<file path="config.mk">
export PLATFORM = sky130hd
export DESIGN_NAME = pakst_cordic
export DESIGN_NICKNAME = d
export VERILOG_FILES = /design/src/hw/rtl/pakst_pkg.sv /design/src/hw/rtl/pakst_cordic.sv
export SDC_FILE = /design/constraint.sdc
export NUM_CORES = 1
export LEC_CHECK = 0
export ABC_AREA = 1
export BUFFER_PORTS_ARGS = -buffer_cell sky130_fd_sc_hd__buf_2
export CAP_MARGIN = 20
export CORE_UTILIZATION = 25
export CTS_BUF_LIST = sky130_fd_sc_hd__clkbuf_4
export CTS_CLUSTER_DIAMETER = 200
export DETAILED_ROUTE_END_ITERATION = 10
export GPL_ROUTABILITY_DRIVEN = 0
export PLACE_DENSITY = 0.46
export SETUP_SLACK_MARGIN = 0.02
export SYNTH_ARGS = -nofsm -noshare
export SYNTH_HDL_FRONTEND = slang
export SYNTH_SLANG_ARGS = --single-unit
</file>
<file path="constraint.sdc">
create_clock -name clk -period 6.35 [get_ports clk]
set_input_delay 0.3175 -clock clk [delete_from_list [all_inputs] [get_ports clk]]
set_output_delay 0.3175 -clock clk [all_outputs]
set_load 0.02 [all_outputs]
</file>
<file path="src/hw/rtl/pakst_pkg.sv">
// ---------------------------------------------------------------------------
// pakst_pkg
// Shared types, constants and helper functions of the kinematic step unit.
// ---------------------------------------------------------------------------
package pakst_pkg;

    // Width of the shared CORDIC datapath (signed x and y)
    localparam int CW = 36;

    typedef enum logic [4:0] {
        ST_IDLE,
        ST_T1,
        ST_T2,
        ST_S1,
        ST_S2,
        ST_SPD,
        ST_P,
        ST_ROT0,
        ST_ROT,
        ST_MX,
        ST_MY,
        ST_UY,
        ST_SQX,
        ST_SQY,
        ST_SUM,
        ST_SQRT,
        ST_VEC0,
        ST_VEC,
        ST_DONE
    } state_t;

    typedef struct packed {
        logic start;
        logic vectoring;
    } cordic_ctrl_t;

    // Arctangent of 2^-i in 32-bit binary angle units
    function automatic logic [31:0] atan_entry(input logic [4:0] idx);
        logic [31:0] v;
        unique case (idx)
            5'd0:    v = 32'd536870912;
            5'd1:    v = 32'd316933406;
            5'd2:    v = 32'd167458907;
            5'd3:    v = 32'd85004756;
            5'd4:    v = 32'd42667331;
            5'd5:    v = 32'd21354465;
            5'd6:    v = 32'd10679838;
            5'd7:    v = 32'd5340245;
            5'd8:    v = 32'd2670163;
            5'd9:    v = 32'd1335087;
            5'd10:   v = 32'd667544;
            5'd11:   v = 32'd333772;
            5'd12:   v = 32'd166886;
            5'd13:   v = 32'd83443;
            5'd14:   v = 32'd41722;
            5'd15:   v = 32'd20861;
            5'd16:   v = 32'd10430;
            5'd17:   v = 32'd5215;
            5'd18:   v = 32'd2608;
            5'd19:   v = 32'd1304;
            5'd20:   v = 32'd652;
            5'd21:   v = 32'd326;
            5'd22:   v = 32'd163;
            5'd23:   v = 32'd81;
            default: v = 32'd0;
        endcase
        return v;
    endfunction

    // Clamp a wide signed sum to the signed 32-bit range
    function automatic logic signed [31:0] sat32(input logic signed [65:0] v);
        logic signed [31:0] r;
        if (v > 66'sd2147483647)
            r = 32'sh7FFF_FFFF;
        else if (v < -66'sd2147483648)
            r = 32'sh8000_0000;
        else
            r = v[31:0];
        return r;
    endfunction

endpackage

</file>
<file path="src/hw/rtl/pakst_cordic.sv">
// ---------------------------------------------------------------------------
// pakst_cordic
// Iterative CORDIC, one micro-rotation per cycle, rotation or vectoring mode.
// ---------------------------------------------------------------------------
module pakst_cordic
    import pakst_pkg::*;
#(
    parameter int ITERATIONS = 16
)
(
    input  logic                 clk,
    input  logic                 rst_n,
    input  cordic_ctrl_t         ctrl,
    input  logic signed [CW-1:0] x_init,
    input  logic signed [CW-1:0] y_init,
    input  logic [31:0]          z_init,
    output logic signed [CW-1:0] x_res,
    output logic signed [CW-1:0] y_res,
    output logic [31:0]          z_res,
    output logic                 done
);

    localparam int IW = $clog2(ITERATIONS);
    localparam logic [IW-1:0] LAST = IW'(ITERATIONS - 1);

    logic signed [CW-1:0] x_reg, y_reg;
    logic [31:0]          z_reg;
    logic [IW-1:0]        iter_reg;
    logic                 busy_reg, done_reg, vec_reg;

    logic signed [CW-1:0] xs, ys;
    logic [31:0]          ang;
    logic                 ccw;

    // Select micro-rotation direction and shifted terms
    always_comb
    begin
        xs  = x_reg >>> iter_reg;
        ys  = y_reg >>> iter_reg;
        ang = atan_entry(5'(iter_reg));
        ccw = vec_reg ? !(y_reg > 0) : !z_reg[31];
    end

    // Load, iterate and flag completion
    always_ff @(posedge clk or negedge rst_n)
    begin
        if (!rst_n)
        begin
            busy_reg <= 1'b0;
            done_reg <= 1'b0;
            iter_reg <= '0;
            vec_reg  <= 1'b0;
        end
        else
        begin
            // Raise done for one cycle after the last micro-rotation
            done_reg <= busy_reg && !ctrl.start && (iter_reg == LAST);
            if (ctrl.start)
            begin
                busy_reg <= 1'b1;
                iter_reg <= '0;
                vec_reg  <= ctrl.vectoring;
            end
            else if (busy_reg)
            begin
                iter_reg <= iter_reg + 1'b1;
                if (iter_reg == LAST)
                    busy_reg <= 1'b0;
            end
        end
    end

    // Datapath registers
    always_ff @(posedge clk)
    begin
        if (ctrl.start)
        begin
            x_reg <= x_init;
            y_reg <= y_init;
            z_reg <= z_init;
        end
        else if (busy_reg)
        begin
            if (ccw)
            begin
                x_reg <= x_reg - ys;
                y_reg <= y_reg + xs;
                z_reg <= z_reg - ang;
            end
            else
            begin
                x_reg <= x_reg + ys;
                y_reg <= y_reg - xs;
                z_reg <= z_reg + ang;
            end
        end
    end

    assign x_res = x_reg;
    assign y_res = y_reg;
    assign z_res = z_reg;
    assign done  = done_reg;

endmodule

</file>
==> results.tsv <==
stage	metric	value	unit
logic_synthesis	synthFlopType	edfxtp_1	
logic_synthesis	ys_ff_latch	111	
logic_synthesis	synth_edf_count	104	
global_route	grt_max_degree	76	
critical_path	path_delay_family	compound AO/OA/AOI/OAI gates	
global_route	grt_use_met2	35.8	%
cts	cts_setup_buffers	0	
global_route	busiest_layer	met2	
critical_path	critPathMostFrequentCell	ha_1	
critical_path	worstPathMaxFanout	75	
drt	drt_iter0_drc	1375	
cts	clock-sinks	111	
timing	rsz0062_at_grt	false	
critical_path	path_buf_inv	3	
logic_synthesis	avgSynthCellArea	5.97	um2
global_route	gr-usage-met3	2.48	%
critical_path	cp.required	6.86	ns
floorplanning	dieWidth	262	um
floorplanning	row_count	95	
cells_and_area	syn2layout_area_growth	17.6	%
cts	ctsRootBufferMaster	clkbuf_4	
timing	relSlewSlack	29.5	%
status	status	finished clean	
cts	clk_latency	0.67	ns
critical_path	path_class	reg -> reg	
job	max-cap-violations	0	
logic_synthesis	synthCells	2835	
global_route	antenna_found_initial	3	
cts	ctsResizeCount	0	
global_route	track_usage	19.9	%
logic_synthesis	async_reset_ff_share	6.31	%
logic_synthesis	synth.most_common_cell	nand2_1	
drt	final_antenna_net_count	0	
cts	cts_tree	yes	
floorplanning	die_h	262	um
global_route	met1_usage	24.4	%
cts	cts.path.max_buffers	2	
timing	post-route-period-util	87.9	%
drt	firstDrtPassIters	5	
logic_synthesis	synth_cell_types	56	
logic_synthesis	synthTopCellsByArea	nand2_1 21%, edfxtp_1 18%, nand3_1 11%	
logic_synthesis	synth_seq_area_share	19.5	%
cells_and_area	fillers	7705	
timing	finalHoldViolations	0	
critical_path	critPathLaunchType	register	
timing	slew_viol_final	0	
global_route	grt_overflow	0	
cts	cts_made_buffers	9	
logic_synthesis	synth.net_count	3055	
cts	clkTransAtPathRegs	0.23	ns
drt	drcViolationCount	0	
place	dp.cells	3842	
drt	wirelength	68900	um
floorplanning	die_area	68800	um2
place	dpl.hpwl	55700	um
logic_synthesis	yosysWarnings	0	
floorplanning	coreArea	67000	um2
critical_path	crit_arrival	6.10	ns
cts	cts-htree-levels	3	
critical_path	crit_slowest_cell	buf_4	
cells_and_area	drive_above_1_share	11.5	%
place	port_buffers	212	
drt	viasPerCell	4.80	
floorplanning	initial_utilization	25.3	%
timing	fin_setup_tns	0	ns
timing	skew	0.0374	ns
logic_synthesis	synth_top_cell_area_share	20.6	%
drt	vias	19000	
critical_path	critPathMaxStageDelay	0.63	ns
timing	setup_viol	0	
global_route	grt_pass1_wl	107000	um
floorplanning	ios	213	
timing	worst_pin_slew	1.05	ns
critical_path	crit_path_end_kind	register	
critical_path	path_cells	buf_4 > ha_1 > inv_1 > a21oi_1 > o21ai_1 > inv_1 > ha_1 > nand3_1 > nor2_1 > nand2_1 > nor3_1 > a31o_2 > xor2_1 > ha_1 > nand2_1 > nor2_1 > nand3_1 > o21ai_0 > a31oi_1 > or2_2 > a31oi_1	
cells_and_area	instances_no_fill	3965	
cts	hold_buffers	104	
logic_synthesis	netlist_area	16900	um2
drt	detail_route.wl_per_cell	17.4	um
min_path	min_path_type	in -> reg	
logic_synthesis	synth_common_cells	931 x nand2_1, 388 x nand3_1, 254 x inv_1	
global_route	grt_pass1_vias	18800	
cells_and_area	fin_nets	3304	
timing	fin_crit	5.58	ns
timing	max_freq	179	MHz
logic_synthesis	yosys.area.top_type	nand2_1	
-- cell usage in the layout (no fill, tap or decap), types with 5 or more instances in the layout --
cell and count:
nand2_1 930, nand3_1 388, nor2_1 253, inv_1 253, buf_2 211, a21oi_1 165
o21ai_0 142, ha_1 109, dlygate4sd3_1 104, edfxtp_1 104, xor2_1 68, or2_2 51
xnor2_1 34, a31oi_1 28, nand4_1 21, nor3_1 21, buf_4 19, o21ai_1 18
a21o_1 16, nor4_1 14, nand2_2 10, nor2_2 9, o21bai_1 9, clkbuf_4 9
nand3b_1 8, o21a_1 8, o31ai_1 7, inv_2 6, nor2_4 5, o221ai_1 5
-- cells by family (layout without fill, tap and decap cells) --
kind of cell,after synthesis,after routing,share of synthesized area (%)
and+or+nand+nor,1724,1724,43.6
AOI/OAI and AO/OA,427,427,14.1
buffers and inverters,359,613,9.15
adders and majority gates,112,112,8.41
DFF,111,111,19.5
xor gates and xnor gates,102,102,5.28
other,0,3,0
-- metal layers --
layer,wire [um],share of wire (%)
met1,30300,44
met2,34000,49
met3,2600,3.8
met4,2030,2.9
met5,0,0
-- worst register-to-register path, cell delays in order (launching register included) --
cell and delay, ns:
dfrtp_2 0.41, buf_4 0.63, ha_1 0.34, inv_1 0.10, a21oi_1 0.21, o21ai_1 0.12
inv_1 0.11, ha_1 0.19, nand3_1 0.09, nor2_1 0.19, nand2_1 0.10, nor3_1 0.20
a31o_2 0.39, xor2_1 0.15, ha_1 0.39, nand2_1 0.12, nor2_1 0.29, nand3_1 0.10
o21ai_0 0.62, a31oi_1 0.27, or2_2 0.34, a31oi_1 0.12
-- through the flow --
stage	area (um2)	hold WS [ns]	setup WS [ns]	utilization (%)
finish	19900	0.0792	0.767	29.7
global route	19900	0.0440	0.231	29.7
CTS	19900	0.00760	0.818	29.7
detailed placement	18700	0.178	0.879	27.9
global placement	18700	0.176	0.900	27.9
floorplan	16900	0.0219	2.07	-
-- layout make-up --
type	instances	area [um2]	share of cell area, %
Sequential cell	111	3300	16.6
Clock buffer	9	67.6	0.339
Clock inverter	7	91.3	0.459
Multi-Input combinational cell	2365	12100	60.8
Timing Repair Buffer	335	2260	11.3
Tap cell	873	1090	5.49
Inverter	262	988	4.96
Antenna cell	3	7.51	0.0377
-- worst paths after layout --
| kind | startpoint | endpoint | slack (ns) | depth (start not counted) |
|---|---|---|---|---|
| worst max-delay path | iter_reg[0] | z_res[31] | 0.77 | 21 |
| worst min-delay path | y_init[21] | y_res[21] | 0.08 | 3 |
| worst max register to register | iter_reg[0] | z_res[31] | 0.77 | 21 |
| worst min register to register | vec_reg | vec_reg | 0.62 | 2 |
| max in group asynchronous | rst_n | iter_reg[2] | 5.42 | 3 |
| min in group asynchronous | rst_n | vec_reg | 0.64 | 3 |
Power is left out: the tool's default activity adds up to more than one toggle a clock period on the data nets, which glitch-free logic cannot reach.
